### src/rtl/core/servo_status_frame_parser_assert.svh
// ---------------------------------------------------------------------------
// Assertion macros for the servo status frame parser
// Shared property forms used by the parser's controller and datapath.
// ---------------------------------------------------------------------------
`ifndef SERVO_STATUS_FRAME_PARSER_ASSERT_SVH
`define SERVO_STATUS_FRAME_PARSER_ASSERT_SVH

// Same-cycle implication, disabled while reset is asserted.
`define SSFP_ASSERT_IMP(lbl, clk, rst_n, ante, cons) \
  lbl: assert property (@(posedge clk) disable iff (!rst_n) (ante) |-> (cons)) \
    else $error("ssfp assertion failed");

// Next-cycle implication, disabled while reset is asserted.
`define SSFP_ASSERT_NEXT(lbl, clk, rst_n, ante, cons) \
  lbl: assert property (@(posedge clk) disable iff (!rst_n) (ante) |=> (cons)) \
    else $error("ssfp assertion failed");

`endif

### src/rtl/core/ssfp_pkg.sv
// ---------------------------------------------------------------------------
// Servo status frame parser package
// Constants, status codes and the controller/datapath signal groups.
// ---------------------------------------------------------------------------
package ssfp_pkg;

  // Parameter buffer depth and derived widths.
  localparam int MAX_PARAMS = 64;
  localparam int PIDX_W     = $clog2(MAX_PARAMS);

  // Frame constants.
  localparam logic [7:0] HDR_BYTE    = 8'hFF;
  localparam logic [6:0] MIN_LEN     = 7'd2;
  localparam logic [6:0] MAX_LEN_CAP = 7'(MAX_PARAMS + 2);

  // Configuration register reset values and indexes.
  localparam logic [7:0] SCAN_LIMIT_RST = 8'd50;
  localparam logic [6:0] MAX_LENGTH_RST = 7'd50;
  localparam int         CFG_IDX_W      = 1;
  localparam logic [CFG_IDX_W-1:0] CFG_SCAN_LIMIT = 1'd0;
  localparam logic [CFG_IDX_W-1:0] CFG_MAX_LENGTH = 1'd1;

  // Result status codes.
  localparam logic [2:0] ST_OK       = 3'd0;
  localparam logic [2:0] ST_NO_HDR   = 3'd1;
  localparam logic [2:0] ST_BAD_LEN  = 3'd2;
  localparam logic [2:0] ST_BAD_CHK  = 3'd3;
  localparam logic [2:0] ST_TIMEOUT  = 3'd4;

  // Commands from the controller to the datapath.
  typedef struct packed {
    logic       ld_id;
    logic       ld_len;
    logic       ld_err;
    logic       ld_param;
    logic       drain_start;
    logic       drain_rd;
    logic       drain_emit;
    logic       emit_fail;
    logic       emit_empty;
    logic [2:0] fail_code;
  } dp_cmd_t;

  // Status from the datapath to the controller.
  typedef struct packed {
    logic byte_is_hdr;
    logic len_bad;
    logic len_two;
    logic params_done;
    logic sum_ok;
    logic out_free;
    logic drain_last;
  } dp_status_t;

endpackage

### src/rtl/core/ssfp_if.sv
// ---------------------------------------------------------------------------
// Servo status frame parser channels
// Valid/ready request channels for received bytes and parsed results.
// ---------------------------------------------------------------------------

// Received byte or timeout event.
interface ssfp_in_if;
  logic       valid;
  logic       ready;
  logic       mode;
  logic [7:0] rx_byte;

  modport source (output valid, output mode, output rx_byte, input ready);
  modport sink   (input valid, input mode, input rx_byte, output ready);
endinterface

// Parsed result.
interface ssfp_out_if;
  logic                        valid;
  logic                        ready;
  logic [2:0]                  status;
  logic [7:0]                  servo_id;
  logic [7:0]                  servo_error;
  logic [6:0]                  param_count;
  logic [ssfp_pkg::PIDX_W-1:0] param_index;
  logic [7:0]                  param_byte;
  logic                        last;

  modport source (output valid, output status, output servo_id, output servo_error,
                  output param_count, output param_index, output param_byte,
                  output last, input ready);
  modport sink   (input valid, input status, input servo_id, input servo_error,
                  input param_count, input param_index, input param_byte,
                  input last, output ready);
endinterface

### src/rtl/core/ssfp_dp.sv
// ---------------------------------------------------------------------------
// Servo status frame parser datapath
// Frame fields, running checksum, parameter buffer and the result register.
// ---------------------------------------------------------------------------
`include "servo_status_frame_parser_assert.svh"

module ssfp_dp (
  input  logic                 clk,
  input  logic                 rst_n,
  input  logic [7:0]           rx_byte,
  input  logic [6:0]           max_length,
  input  ssfp_pkg::dp_cmd_t    cmd,
  output ssfp_pkg::dp_status_t st,
  ssfp_out_if.source           out_ch
);

  logic [7:0]                  frame_id_r;
  logic [7:0]                  frame_error_r;
  logic [6:0]                  frame_length_r;
  logic [7:0]                  running_sum_r;
  logic [6:0]                  param_counter_r;
  logic [ssfp_pkg::PIDX_W-1:0] drain_idx_r;
  logic [7:0]                  rd_data_r;
  logic [7:0]                  param_mem [ssfp_pkg::MAX_PARAMS];

  logic                        out_valid_r;
  logic [2:0]                  out_status_r;
  logic [7:0]                  out_id_r;
  logic [7:0]                  out_error_r;
  logic [6:0]                  out_count_r;
  logic [ssfp_pkg::PIDX_W-1:0] out_index_r;
  logic [7:0]                  out_byte_r;
  logic                        out_last_r;

  logic [6:0] param_total;
  logic       out_load;

  // Number of parameter bytes; only meaningful once the length passed its check.
  assign param_total = frame_length_r - ssfp_pkg::MIN_LEN;
  assign out_load    = cmd.emit_fail || cmd.emit_empty || cmd.drain_emit;

  // Status toward the controller.
  always_comb begin
    st.byte_is_hdr = (rx_byte == ssfp_pkg::HDR_BYTE);
    st.len_bad     = (frame_length_r < ssfp_pkg::MIN_LEN) ||
                     (frame_length_r > max_length) ||
                     (frame_length_r > ssfp_pkg::MAX_LEN_CAP);
    st.len_two     = (frame_length_r == ssfp_pkg::MIN_LEN);
    st.params_done = ({1'b0, param_counter_r} + 8'd1) >= {1'b0, param_total};
    st.sum_ok      = (rx_byte == ~running_sum_r);
    st.out_free    = !out_valid_r || out_ch.ready;
    st.drain_last  = (7'(drain_idx_r) + 7'd1) == param_total;
  end

  // Frame header fields and the running checksum.
  always_ff @(posedge clk) begin
    if (cmd.ld_id) begin
      frame_id_r    <= rx_byte;
      running_sum_r <= rx_byte;
    end
    if (cmd.ld_len || cmd.ld_err || cmd.ld_param) begin
      running_sum_r <= running_sum_r + rx_byte;
    end
    if (cmd.ld_len) begin
      frame_length_r <= rx_byte[7] ? 7'h7F : rx_byte[6:0];
    end
    if (cmd.ld_err) begin
      frame_error_r <= rx_byte;
    end
  end

  // Parameter write counter and drain read index.
  always_ff @(posedge clk) begin
    if (!rst_n) begin
      param_counter_r <= '0;
      drain_idx_r     <= '0;
    end else begin
      if (cmd.ld_err) begin
        param_counter_r <= '0;
      end else if (cmd.ld_param) begin
        param_counter_r <= param_counter_r + 7'd1;
      end
      if (cmd.drain_start) begin
        drain_idx_r <= '0;
      end else if (cmd.drain_emit) begin
        drain_idx_r <= drain_idx_r + {{(ssfp_pkg::PIDX_W-1){1'b0}}, 1'b1};
      end
    end
  end

  // Parameter buffer: one write port, one registered read port.
  always_ff @(posedge clk) begin
    if (cmd.ld_param) begin
      param_mem[param_counter_r[ssfp_pkg::PIDX_W-1:0]] <= rx_byte;
    end
  end

  always_ff @(posedge clk) begin
    if (cmd.drain_rd) begin
      rd_data_r <= param_mem[drain_idx_r];
    end
  end

  // Result register valid flag.
  always_ff @(posedge clk) begin
    if (!rst_n) begin
      out_valid_r <= 1'b0;
    end else if (out_load) begin
      out_valid_r <= 1'b1;
    end else if (out_ch.ready) begin
      out_valid_r <= 1'b0;
    end
  end

  // Result register payload.
  always_ff @(posedge clk) begin
    if (cmd.emit_fail) begin
      out_status_r <= cmd.fail_code;
      out_id_r     <= '0;
      out_error_r  <= '0;
      out_count_r  <= '0;
      out_index_r  <= '0;
      out_byte_r   <= '0;
      out_last_r   <= 1'b1;
    end else if (cmd.emit_empty) begin
      out_status_r <= ssfp_pkg::ST_OK;
      out_id_r     <= frame_id_r;
      out_error_r  <= frame_error_r;
      out_count_r  <= '0;
      out_index_r  <= '0;
      out_byte_r   <= '0;
      out_last_r   <= 1'b1;
    end else if (cmd.drain_emit) begin
      out_status_r <= ssfp_pkg::ST_OK;
      out_id_r     <= frame_id_r;
      out_error_r  <= frame_error_r;
      out_count_r  <= param_total;
      out_index_r  <= drain_idx_r;
      out_byte_r   <= rd_data_r;
      out_last_r   <= st.drain_last;
    end
  end

  assign out_ch.valid       = out_valid_r;
  assign out_ch.status      = out_status_r;
  assign out_ch.servo_id    = out_id_r;
  assign out_ch.servo_error = out_error_r;
  assign out_ch.param_count = out_count_r;
  assign out_ch.param_index = out_index_r;
  assign out_ch.param_byte  = out_byte_r;
  assign out_ch.last        = out_last_r;

  // A new result never overwrites one that is still waiting.
  `SSFP_ASSERT_IMP(a_load_free, clk, rst_n, out_load, st.out_free)
  // Parameter writes stay inside the buffer.
  `SSFP_ASSERT_IMP(a_param_in_range, clk, rst_n, cmd.ld_param,
                   param_counter_r < 7'(ssfp_pkg::MAX_PARAMS))
  // Every failure result closes its frame.
  `SSFP_ASSERT_IMP(a_fail_is_last, clk, rst_n,
                   out_valid_r && (out_status_r != ssfp_pkg::ST_OK), out_last_r)

endmodule

### src/rtl/core/ssfp_ctrl.sv
// ---------------------------------------------------------------------------
// Servo status frame parser controller
// Frame phase state machine, header hunt counters and result sequencing.
// ---------------------------------------------------------------------------
`include "servo_status_frame_parser_assert.svh"

module ssfp_ctrl (
  input  logic                 clk,
  input  logic                 rst_n,
  input  logic                 in_valid,
  input  logic                 in_mode,
  input  logic [7:0]           scan_limit,
  input  ssfp_pkg::dp_status_t st,
  output logic                 in_ready,
  output ssfp_pkg::dp_cmd_t    cmd
);

  localparam logic [2:0] S_HUNT  = 3'd0;
  localparam logic [2:0] S_ID    = 3'd1;
  localparam logic [2:0] S_LEN   = 3'd2;
  localparam logic [2:0] S_ERR   = 3'd3;
  localparam logic [2:0] S_PARAM = 3'd4;
  localparam logic [2:0] S_CHK   = 3'd5;
  localparam logic [2:0] S_DRD   = 3'd6;
  localparam logic [2:0] S_DWR   = 3'd7;

  logic [2:0] state_r, state_nxt;
  logic [1:0] run_r, run_nxt;
  logic [7:0] scan_r, scan_nxt;

  logic       accept;
  logic [7:0] lim;
  logic [7:0] scan_inc;
  logic [1:0] run_inc;

  // Bytes are taken in the parsing phases whenever the result slot can take a result.
  assign in_ready = (state_r != S_DRD) && (state_r != S_DWR) && st.out_free;
  assign accept   = in_valid && in_ready;

  // Header hunt arithmetic; a limit of zero acts as one.
  assign lim      = (scan_limit == 8'd0) ? 8'd1 : scan_limit;
  assign scan_inc = (scan_r == 8'hFF) ? scan_r : scan_r + 8'd1;
  assign run_inc  = st.byte_is_hdr ? ((run_r == 2'd2) ? run_r : run_r + 2'd1) : 2'd0;

  // Next state and commands.
  always_comb begin
    state_nxt = state_r;
    run_nxt   = run_r;
    scan_nxt  = scan_r;
    cmd       = '0;
    if (accept && in_mode) begin
      cmd.emit_fail = 1'b1;
      cmd.fail_code = ssfp_pkg::ST_TIMEOUT;
      state_nxt     = S_HUNT;
      run_nxt       = '0;
      scan_nxt      = '0;
    end else begin
      case (state_r)
        S_HUNT: begin
          if (accept) begin
            run_nxt  = run_inc;
            scan_nxt = scan_inc;
            if (run_inc == 2'd2) begin
              state_nxt = S_ID;
              run_nxt   = '0;
              scan_nxt  = '0;
            end else if (scan_inc >= lim) begin
              cmd.emit_fail = 1'b1;
              cmd.fail_code = ssfp_pkg::ST_NO_HDR;
              run_nxt       = '0;
              scan_nxt      = '0;
            end
          end
        end
        S_ID: begin
          if (accept) begin
            cmd.ld_id = 1'b1;
            state_nxt = S_LEN;
          end
        end
        S_LEN: begin
          if (accept) begin
            cmd.ld_len = 1'b1;
            state_nxt  = S_ERR;
          end
        end
        S_ERR: begin
          if (accept) begin
            cmd.ld_err = 1'b1;
            if (st.len_bad) begin
              cmd.emit_fail = 1'b1;
              cmd.fail_code = ssfp_pkg::ST_BAD_LEN;
              state_nxt     = S_HUNT;
            end else begin
              state_nxt = st.len_two ? S_CHK : S_PARAM;
            end
          end
        end
        S_PARAM: begin
          if (accept) begin
            cmd.ld_param = 1'b1;
            if (st.params_done) begin
              state_nxt = S_CHK;
            end
          end
        end
        S_CHK: begin
          if (accept) begin
            if (!st.sum_ok) begin
              cmd.emit_fail = 1'b1;
              cmd.fail_code = ssfp_pkg::ST_BAD_CHK;
              state_nxt     = S_HUNT;
            end else if (st.len_two) begin
              cmd.emit_empty = 1'b1;
              state_nxt      = S_HUNT;
            end else begin
              cmd.drain_start = 1'b1;
              state_nxt       = S_DRD;
            end
          end
        end
        S_DRD: begin
          cmd.drain_rd = 1'b1;
          state_nxt    = S_DWR;
        end
        S_DWR: begin
          if (st.out_free) begin
            cmd.drain_emit = 1'b1;
            state_nxt      = st.drain_last ? S_HUNT : S_DRD;
          end
        end
        default: begin
          state_nxt = S_HUNT;
          run_nxt   = '0;
          scan_nxt  = '0;
        end
      endcase
    end
  end

  // State registers.
  always_ff @(posedge clk) begin
    if (!rst_n) begin
      state_r <= S_HUNT;
      run_r   <= '0;
      scan_r  <= '0;
    end else begin
      state_r <= state_nxt;
      run_r   <= run_nxt;
      scan_r  <= scan_nxt;
    end
  end

  // A timeout always sends the parser back to the hunt.
  `SSFP_ASSERT_NEXT(a_timeout_hunt, clk, rst_n, accept && in_mode, state_r == S_HUNT)
  // A buffer read is always followed by its result slot.
  `SSFP_ASSERT_NEXT(a_read_then_emit, clk, rst_n, state_r == S_DRD, state_r == S_DWR)
  // At most one result source per cycle.
  `SSFP_ASSERT_IMP(a_one_source, clk, rst_n, 1'b1,
                   $onehot0({cmd.emit_fail, cmd.emit_empty, cmd.drain_emit}))

endmodule

### src/rtl/core/servo_status_frame_parser.sv
// ---------------------------------------------------------------------------
// Servo status frame parser
// Parses protocol-1 style status frames from a half-duplex servo bus.
// ---------------------------------------------------------------------------
// Each input request is a received byte or a response timeout event. While
// parsing, one byte is taken per clock cycle, as long as the result register
// is empty or being emptied in that cycle. After a frame with a good checksum
// and n parameter bytes, the parameters are read back from a 64-entry buffer
// with a registered read port, so the frame drains as n results, each read
// from the buffer and then loaded into the result register once it is free,
// and no input is taken during that drain. Failures and frames without
// parameters give a single result in the cycle after the byte that decides
// them. Configuration registers are written through the cfg_ port: index 0
// is the header scan limit, index 1 the largest accepted length byte.

module servo_status_frame_parser (
  input  logic                             clk,
  input  logic                             rst_n,
  ssfp_in_if.sink                          in_ch,
  ssfp_out_if.source                       out_ch,
  input  logic                             cfg_we,
  input  logic [ssfp_pkg::CFG_IDX_W-1:0]   cfg_index,
  input  logic [7:0]                       cfg_wdata
);

  logic [7:0]           scan_limit_r;
  logic [6:0]           max_length_r;
  ssfp_pkg::dp_cmd_t    cmd;
  ssfp_pkg::dp_status_t st;
  logic                 in_ready;

  // Configuration registers.
  always_ff @(posedge clk) begin
    if (!rst_n) begin
      scan_limit_r <= ssfp_pkg::SCAN_LIMIT_RST;
      max_length_r <= ssfp_pkg::MAX_LENGTH_RST;
    end else if (cfg_we) begin
      case (cfg_index)
        ssfp_pkg::CFG_SCAN_LIMIT: scan_limit_r <= cfg_wdata;
        ssfp_pkg::CFG_MAX_LENGTH: max_length_r <= cfg_wdata[6:0];
        default: ;
      endcase
    end
  end

  assign in_ch.ready = in_ready;

  // Controller.
  ssfp_ctrl u_ctrl (
    .clk        (clk),
    .rst_n      (rst_n),
    .in_valid   (in_ch.valid),
    .in_mode    (in_ch.mode),
    .scan_limit (scan_limit_r),
    .st         (st),
    .in_ready   (in_ready),
    .cmd        (cmd)
  );

  // Datapath.
  ssfp_dp u_dp (
    .clk        (clk),
    .rst_n      (rst_n),
    .rx_byte    (in_ch.rx_byte),
    .max_length (max_length_r),
    .cmd        (cmd),
    .st         (st),
    .out_ch     (out_ch)
  );

endmodule
### src/flat_wrapper.sv
// flat-port wrapper written by rule: the top's interface ports become plain ports
module servo_status_frame_parser_flat 
  (clk, rst_n, cfg_we, cfg_index, cfg_wdata, in_ch_valid, in_ch_mode, in_ch_rx_byte, in_ch_ready, out_ch_valid, out_ch_status, out_ch_servo_id, out_ch_servo_error, out_ch_param_count, out_ch_param_index, out_ch_param_byte, out_ch_last, out_ch_ready);
  ssfp_in_if in_ch_i ();
  ssfp_out_if out_ch_i ();
  input  logic clk;
  input  logic rst_n;
  input  logic cfg_we;
  input  logic [ssfp_pkg::CFG_IDX_W-1:0] cfg_index;
  input  logic [7:0] cfg_wdata;
  input wire logic [$bits(in_ch_i.valid)-1:0] in_ch_valid;
  input wire logic [$bits(in_ch_i.mode)-1:0] in_ch_mode;
  input wire logic [$bits(in_ch_i.rx_byte)-1:0] in_ch_rx_byte;
  output wire logic [$bits(in_ch_i.ready)-1:0] in_ch_ready;
  output wire logic [$bits(out_ch_i.valid)-1:0] out_ch_valid;
  output wire logic [$bits(out_ch_i.status)-1:0] out_ch_status;
  output wire logic [$bits(out_ch_i.servo_id)-1:0] out_ch_servo_id;
  output wire logic [$bits(out_ch_i.servo_error)-1:0] out_ch_servo_error;
  output wire logic [$bits(out_ch_i.param_count)-1:0] out_ch_param_count;
  output wire logic [$bits(out_ch_i.param_index)-1:0] out_ch_param_index;
  output wire logic [$bits(out_ch_i.param_byte)-1:0] out_ch_param_byte;
  output wire logic [$bits(out_ch_i.last)-1:0] out_ch_last;
  input wire logic [$bits(out_ch_i.ready)-1:0] out_ch_ready;
  assign in_ch_i.valid = in_ch_valid;
  assign in_ch_i.mode = in_ch_mode;
  assign in_ch_i.rx_byte = in_ch_rx_byte;
  assign in_ch_ready = in_ch_i.ready;
  assign out_ch_valid = out_ch_i.valid;
  assign out_ch_status = out_ch_i.status;
  assign out_ch_servo_id = out_ch_i.servo_id;
  assign out_ch_servo_error = out_ch_i.servo_error;
  assign out_ch_param_count = out_ch_i.param_count;
  assign out_ch_param_index = out_ch_i.param_index;
  assign out_ch_param_byte = out_ch_i.param_byte;
  assign out_ch_last = out_ch_i.last;
  assign out_ch_i.ready = out_ch_ready;
  servo_status_frame_parser u_core (.clk(clk), .rst_n(rst_n), .in_ch(in_ch_i), .out_ch(out_ch_i), .cfg_we(cfg_we), .cfg_index(cfg_index), .cfg_wdata(cfg_wdata));
endmodule
### config.mk
export PLATFORM = sky130hd
export DESIGN_NAME = servo_status_frame_parser_flat
export DESIGN_NICKNAME = d
export VERILOG_FILES = /design/src/rtl/core/ssfp_pkg.sv /design/src/rtl/core/ssfp_if.sv /design/src/rtl/core/ssfp_dp.sv /design/src/rtl/core/ssfp_ctrl.sv /design/src/rtl/core/servo_status_frame_parser.sv /design/src/flat_wrapper.sv
export VERILOG_INCLUDE_DIRS = /design/src /design/src/rtl/core
export SDC_FILE = /design/constraint.sdc
export NUM_CORES = 1
export LEC_CHECK = 0
export ABC_AREA = 1
export BUFFER_PORTS_ARGS = -buffer_cell sky130_fd_sc_hd__buf_2
export CAP_MARGIN = 20
export CELL_PAD_IN_SITES_DETAIL_PLACEMENT = 1
export CELL_PAD_IN_SITES_GLOBAL_PLACEMENT = 1
export CORE_MARGIN = 2
export CORE_UTILIZATION = 56
export CTS_BUF_LIST = sky130_fd_sc_hd__clkbuf_4 sky130_fd_sc_hd__clkbuf_8
export CTS_CLUSTER_DIAMETER = 60
export DETAILED_ROUTE_END_ITERATION = 10
export PLACE_DENSITY = 0.87
export SKIP_CTS_REPAIR_TIMING = 1
export SLEW_MARGIN = 20
export SYNTH_ARGS = -nofsm -noshare
export SYNTH_HDL_FRONTEND = slang
export SYNTH_SLANG_ARGS = --single-unit
### constraint.sdc
create_clock -name clk -period 7.9 [get_ports clk]
set_input_delay 0.79 -clock clk [delete_from_list [all_inputs] [get_ports clk]]
set_output_delay 0.79 -clock clk [all_outputs]
set_load 0.01 [all_outputs]
==> results of run 1 <==
-- cell type report --
type	instances	area, um2	area share [%]
Timing Repair Buffer	86	511.7	1.757
Multi-Input combinational cell	1477	7231	24.82
Clock buffer	146	1784	6.125
Clock inverter	36	222.7	0.7645
Inverter	99	376.6	1.293
Tap cell	607	759.5	2.607
Sequential cell	634	18250	62.63
-- worst reg2reg max path, delay by kind of cell, from the launching register on --
kind / cells / cell delay [ns]
AOI/OAI and AO/OA: 2 / 0.22
DFF: 1 / 0.39
adders and majority gates: 2 / 0.51
buffers and inverters: 2 / 0.29
and+or+nand+nor: 11 / 1.94
-- cell families (layout without fill, tap and decap cells) --
group	after synthesis	after routing	share of synthesized area, %
mux	1	1	0.03799
simple gates	815	815	12.55
fa+ha+maj	36	36	1.738
buf+inv	228	367	3.352
compound gates	609	609	12.58
flops	634	634	69.21
xor+xnor	16	16	0.5318
-- through the flow --
step | hold WS, ns | utilization [%] | total power [uW]
4_1_cts | 0.3250 | 62.68 | 6604
5_1_grt | 0.3338 | 62.71 | 6765
3_3_place_gp | 0.4473 | 58.36 | 3828
2_1_floorplan | 0.4333 | - | 3761
3_5_place_dp | 0.4648 | 58.36 | 3837
6_report | 0.3353 | 62.71 | 6607
-- layer usage --
layer / up-vias / GRT usage, % / part of all wire (%)
met5: - / 0 / 0
met4: 0 / 18.45 / 5.4
met3: 306 / 5.776 / 7.3
met2: 1073 / 57.00 / 50
met1: 9915 / 41.19 / 38
li1: 8490 / - / -
-- how the worst max path moves through the flow --
stage                                                    start  slack, ns                                            end
after global placement                        in_ch_rx_byte[2]       4.08  u_core.u_dp.out_ch.param_byte[0]$_SDFFE_PP0P_
final                     u_core.u_ctrl.scan_r[0]$_SDFFE_PP0P_       4.29     u_core.u_dp.out_ch.status[2]$_SDFFCE_PN0P_
after detailed placement                      in_ch_rx_byte[3]       3.71  u_core.u_dp.out_ch.param_byte[6]$_SDFFE_PP0P_
after CTS                 u_core.u_ctrl.scan_r[0]$_SDFFE_PP0P_       3.93  u_core.u_dp.out_ch.param_byte[0]$_SDFFE_PP0P_
after global routing      u_core.u_ctrl.scan_r[0]$_SDFFE_PP0P_       3.89     u_core.u_dp.out_ch.status[2]$_SDFFCE_PN0P_
after floorplan           u_core.u_ctrl.scan_r[0]$_SDFFE_PP0P_       5.17     u_core.u_dp.out_ch.status[0]$_SDFFCE_PP0P_
-- placed cells by master (no fill, tap or decap), drive strengths merged --
| cell | n |
|---|---|
| mux2i | 1 |
| and2 | 1 |
| nand3 | 67 |
| inv | 100 |
| o22ai | 126 |
| nor4 | 1 |
| clkinv | 30 |
| a41o | 1 |
| nand4 | 11 |
| fa | 1 |
| o221ai | 2 |
| xnor2 | 3 |
| o21ai | 357 |
| clkinvlp | 3 |
| nand3b | 2 |
| a21boi | 2 |
| nand2 | 270 |
| o21bai | 2 |
| edfxtp | 554 |
| a21oi | 84 |
| a211oi | 10 |
| nor2 | 446 |
| buf | 86 |
| xor2 | 13 |
| ha | 35 |
| o211ai | 16 |
| dfxtp | 80 |
| clkbuf | 146 |
| or2 | 5 |
| bufinv | 2 |
| nor3 | 12 |
| a22oi | 7 |
| o21a | 2 |
-- power groups by stage --
stage                     logic, uW  registers [uW]  clock network [uW]
final                           124            3640                2840
after global routing            134            3640                2990
after CTS                       122            3650                2840
after detailed placement        121            3720                   0
after global placement          112            3720                   0
after floorplan                43.8            3720                   0
==> results by group, run 1 <==
Final layout
  • Area delta synth->final: 10.55%
  • Finished Layout Cells: 3,085
  • # fillers: 4,816
  • Cell area after layout: 0.02913 mm2
  • # nets final: 2,454
  • Max reg flops: 512
  • Layout cells sized above 1: 11.22%
  • N_diodes: 0

Placed design
  • Place WS: 3.707 ns
  • Port Buffers: 65
  • Post-Place Cells: 2,902
  • Routability-driven placement congestion ratio: 0.8623
  • Placement Cell Area: 0.02711 mm2
  • Post-DP HPWL: 47,550 um

Power
  • Switching pwr: 1428 uW
  • Leakage power: 0.01028 uW
  • Combinational power share: 1.9%
  • Clock power frac: 43.0%
  • IR Drop Worst-Case VDD: 0.0001444 V
  • Flop pwr share: 55.2%
  • Internal: 5179 uW
  • Pwr dens: 226.8 mW/mm2
  • Net switching fraction of the power: 21.61%

Worst setup path
  • Worst EP required: 8.36 ns
  • Stages on worst setup path: 17
  • Slowest stage delay, CP: 0.44 ns
  • Critical path class: reg -> reg
  • Critical path arrival: 4.07 ns
  • FF-to-FF setup slack: 4.29 ns
  • Startpoint Class: flop
  • Setup crit end kind: flop
  • Worst-path fanout max: 18
  • CP delay by family, top: simple AND/OR/NAND/NOR gates
  • FF-to-FF End: u_core.u_dp.out_ch.status[2]$_SDFFCE_PN0P_
  • Crit path cell chain: ha_1 > nand2_1 > nor3_1 > nand2_1 > nor2_1 > inv_1 > nand2_1 > nand2_1 > ha_1 > a21oi_1 > o21ai_0 > nand2_1 > nand3_1 > nand2_1 > nand4_2 > nor2_1 > inv_1
  • Slowest cell on the critical path: nand4_2
  • Crit Reg-Reg Startpoint: u_core.u_ctrl.scan_r[0]$_SDFFE_PP0P_
  • Most used cell, CP: nand2_1
  • Worst path bufs/invs: 2
  • Cells on worst reg2reg path: 17

Synth
  • Gate count after technology mapping: 2,339
  • Primary FF master, synth: edfxtp_1
  • Synth async-reset ratio: 0%
  • Seq/Total Area, Yosys: 69.21%
  • #FFs+latches synth: 634
  • Cell Area, Synth: 0.02635 mm2
  • Yosys top cell area share: 63.13%
  • Synth Warn #: 0
  • Post-synth top area cell: edfxtp_1
  • Top-count cell post-synth: edfxtp_1
  • EDFF count, synth: 554
  • Post-Syn Nets: 2,398
  • Avg Inst Size Synth: 11.27 um2
  • Post-synth top cells: 554 x edfxtp_1, 443 x nor2_1, 355 x o21ai_0, 263 x nand2_1, 126 x o22ai_1
  • Distinct cells, synth: 46
  • Ranking of synthesized cells by area: edfxtp_1 63%, o21ai_0 6.7%, nor2_1 6.3%

Route
  • DRC: 0
  • WL/cell: 26.89 um
  • Via Count: 19,780
  • Iteration-0 DRC Markers: 2,634
  • Initial DRT Pass Iterations: 6
  • DR vias/cell: 6.413
  • Total Wirelength: 82,960 um
  • Post-DRT Antenna Nets: 0

Floorplanning
  • Core area: 0.04646 mm2
  • Full die area: 0.04881 mm2
  • Effective utilization at floorplan: 56.72%
  • Die width: 220.9 um
  • # rows: 79
  • Ports: 66
  • Chip Height: 220.9 um

Worst hold path
  • Tightest Hold Check Type: in -> reg
  • WHS Endpoint: u_core.scan_limit_r[0]$_SDFFE_PN0P_
  • Hold-critical path depth: 3
  • Hold Startpoint: cfg_wdata[0]

Timing
  • RSZ-0062 raised after global routing: false
  • Setup violations, final: 0
  • Min Tclk post-route: 3.608 ns
  • Slew @ Worst Pin: 1.160 ns
  • Pins Over Slew Limit: 0
  • Final hold violations: 0
  • Slew HR: 22.70%
  • Final WS setup: 4.292 ns
  • Final worst-path cycle share: 45.67%
  • Post-route setup TNS: 0 ns
  • Final clock skew: 0.04336 ns
  • Fmax: 277.2 MHz

Clocking
  • CTS max path bufs: 3
  • CTS tree: yes
  • Clock transition at path regs: 0.06 ns
  • Clk Latency, worst-skew pair: 0.74 ns
  • Clock tree sinks: 634
  • Max H-tree Level: 3
  • CTS Root Cell: clkbuf_8
  • TritonCTS buffer count: 97

Global route
  • Vias in the first global route: 21,130
  • Total gr overflow: 0
  • First-pass GRT wire length: 125,600 um
  • Largest net degree at the start of global routing: 199
  • GRT Util Overall: 33.63%
  • Initial antenna violation count: 0

Status
  • Outcome: finished, final reports clean

Flow run
  • Max-cap viol count: 0
No activity file was read; power rests on OpenSTA's default activity.
==> run 2: changes to the inputs <==
CORE_UTILIZATION = 53   (was 56)
PLACE_DENSITY = 0.83   (was 0.87)
clock period = 3.7 ns   (was 7.9 ns; I/O delays follow)
==> results by group, run 2 (synthesized netlist as in run 1, its figures left out) <==
Global route
  • Grt peak-use layer: met2 (unchanged)
  • Met3 GRT Util: 6.195% (was 5.776%)
  • Largest net degree at the start of global routing: 151 (was 199)
  • GR Util met2: 54.63% (was 57.00%)
  • First-pass GRT wire length: 123,100 um (was 125,600 um)
  • Grt met1 use: 39.25% (was 41.19%)
  • GRT Util Overall: 32.16% (was 33.63%)
  • Total gr overflow: 0 (unchanged)
  • Vias in the first global route: 20,850 (was 21,130)
  • Initial antenna violation count: 5 (was 0)

Timing
  • Post-route setup TNS: 0 ns (unchanged)
  • Final hold violations: 3 (was 0)
  • RSZ-0062 raised after global routing: false (unchanged)
  • Slew HR: 31.69% (was 22.70%)
  • Hold slack: -0.01306 ns (was 0.3353 ns)
  • Final worst-path cycle share: 89.52% (was 45.67%)
  • Final clock skew: 0.03477 ns (was 0.04336 ns)
  • Min Tclk post-route: 3.312 ns (was 3.608 ns)
  • Setup violations, final: 0 (unchanged)
  • Pins Over Slew Limit: 0 (unchanged)
  • Fmax: 301.9 MHz (was 277.2 MHz)
  • Slew @ Worst Pin: 1.025 ns (was 1.160 ns)

Route
  • Iteration-0 DRC Markers: 1,993 (was 2,634)
  • Via Count: 19,630 (was 19,780)
  • Total Wirelength: 82,080 um (was 82,960 um)
  • WL/cell: 25.89 um (was 26.89 um)
  • DR vias/cell: 6.189 (was 6.413)
  • DRC: 0 (unchanged)
  • Initial DRT Pass Iterations: 5 (was 6)
  • Post-DRT Antenna Nets: 0 (unchanged)

Worst setup path
  • Crit path cell chain: nand2_2 > inv_2 > nor2_4 > nand2_2 > inv_2 > nand2_2 > nor3_4 > inv_2 > nor2_2 > nand2_1 > nor2_1 (was ha_1 > nand2_1 > nor3_1 > nand2_1 > nor2_1 > inv_1 > nand2_1 > nand2_1 > ha_1 > a21oi_1 > o21ai_0 > nand2_1 > nand3_1 > nand2_1 > nand4_2 > nor2_1 > inv_1)
  • Setup crit end kind: flop (unchanged)
  • Critical path arrival: 3.65 ns (was 4.07 ns)
  • Cells on worst reg2reg path: 11 (was 17)
  • Worst EP required: 4.04 ns (was 8.36 ns)
  • Stages on worst setup path: 11 (was 17)
  • Slowest cell on the critical path: nor2_1 (was nand4_2)
  • Critical path class: reg -> reg (unchanged)
  • Worst-path fanout max: 11 (was 18)
  • Worst path bufs/invs: 3 (was 2)
  • Startpoint Class: flop (unchanged)
  • Slowest stage delay, CP: 0.79 ns (was 0.44 ns)
  • CP delay by family, top: simple AND/OR/NAND/NOR gates (unchanged)

Clocking
  • Max H-tree Level: 3 (unchanged)
  • Clock transition at path regs: 0.06 ns (about the same)
  • CTS Root Cell: clkbuf_8 (unchanged)
  • TritonCTS buffer count: 100 (was 97)
  • Clock tree sinks: 634 (unchanged)
  • Clk Latency, worst-skew pair: 0.72 ns (was 0.74 ns)
  • CTS tree: yes (unchanged)
  • CTS max path bufs: 3 (unchanged)

Status
  • Outcome: finished, violations left (was finished, final reports clean)
  • Failing checks: hold timing

Placed design
  • Placement Cell Area: 0.02738 mm2 (was 0.02711 mm2)
  • Port Buffers: 65 (unchanged)
  • Routability-driven placement congestion ratio: 0.8516 (was 0.8623)
  • Post-DP HPWL: 49,620 um (was 47,550 um)

Final layout
  • Most frequent cells in the layout: 554 x edfxtp_1, 443 x nor2_1, 354 x o21ai_0 (unchanged)
  • Cell area after layout: 0.02949 mm2 (was 0.02913 mm2)
  • # nets final: 2,481 (was 2,454)
  • # fillers: 5,150 (was 4,816)
  • Commonest non-fill, non-tap cell in the layout: edfxtp_1 (unchanged)
  • Max reg flops: 512 (unchanged)
  • Layout cells sized above 1: 11.97% (was 11.22%)
  • Sequential Area: 0.01825 mm2 (unchanged)
  • Area delta synth->final: 11.89% (was 10.55%)
  • Area used by multi-input combinational logic: 0.007231 mm2 (unchanged)

Flow run
  • Max-cap viol count: 0 (unchanged)

Power
  • Pwr dens: 483.3 mW/mm2 (was 226.8 mW/mm2)
  • IR Drop Worst-Case VDD: 0.0002915 V (was 0.0001444 V)
  • Leakage power: 0.01044 uW (was 0.01028 uW)

Floorplanning
  • Chip Height: 227.0 um (was 220.9 um)
  • # rows: 81 (was 79)
  • Core area: 0.04905 mm2 (was 0.04646 mm2)
  • Ports: 66 (unchanged)
  • Die width: 227.0 um (was 220.9 um)
  • Full die area: 0.05152 mm2 (was 0.04881 mm2)
  • Effective utilization at floorplan: 53.72% (was 56.72%)

Worst hold path
  • Tightest Hold Check Type: in -> reg (unchanged)
  • Hold-critical path depth: 3 (unchanged)
-- run 2: cell type report --
cell class / instances / area share [%]
clock inverter: 43 / 1.018
inverter: 99 / 1.282
timing repair buffer: 110 / 2.495
sequential: 634 / 61.88
multi-input combinational: 1477 / 24.52
tap: 664 / 2.818
antenna: 1 / 0.008487
clock buffer: 143 / 5.975
-- run 2: final timing paths --
kind,start,to,slack (ns)
setup / recovery,u_core.u_ctrl.state_r[1]$_SDFFE_PP0P_,u_core.u_dp.param_mem[61][6]$_DFFE_PP_,0.39
hold / removal,cfg_wdata[2],u_core.max_length_r[2]$_SDFFE_PN0P_,-0.01
setup reg to reg,u_core.u_ctrl.state_r[1]$_SDFFE_PP0P_,u_core.u_dp.param_mem[61][6]$_DFFE_PP_,0.39
hold reg to reg,u_core.u_ctrl.run_r[1]$_SDFFE_PP0P_,u_core.u_ctrl.run_r[1]$_SDFFE_PP0P_,0.47
-- run 2: per-stage QoR --
stage          cells  power (uW)  hold WS (ns)  setup slack [ns]  util, %
2_1_floorplan   2339        8029        0.4333            0.9708        -
3_3_place_gp    2980        8206        0.4496            0.6724    55.82
3_5_place_dp    2980        8216        0.4623            0.4681    55.82
4_1_cts         3166       14300       -0.1281            0.4334    60.02
5_1_grt         3171       14610       0.01276            0.1372    60.11
6_report        3171       14250      -0.01306            0.3878    60.11
-- run 2: layer usage --
metal  wire length [um]  up-vias  part of all wire, %
met2              41310      958                   50
met4               3801        2                  4.6
met3               5980      232                  7.3
met5                 12        -                0.015
met1              30980     9881                   38
li1                   -     8552                    -
-- run 2: where the power goes --
| group | switching (uW) | internal (uW) |
|---|---|---|
| registers | 6.48 | 7780 |
| logic | 234 | 59.1 |
| clock network | 2830 | 3340 |
-- run 2: tightest hold or removal path: stages --
cell	delay [ns]
buf_2	0.09
o21ai_0	0.09
a21oi_1	0.11
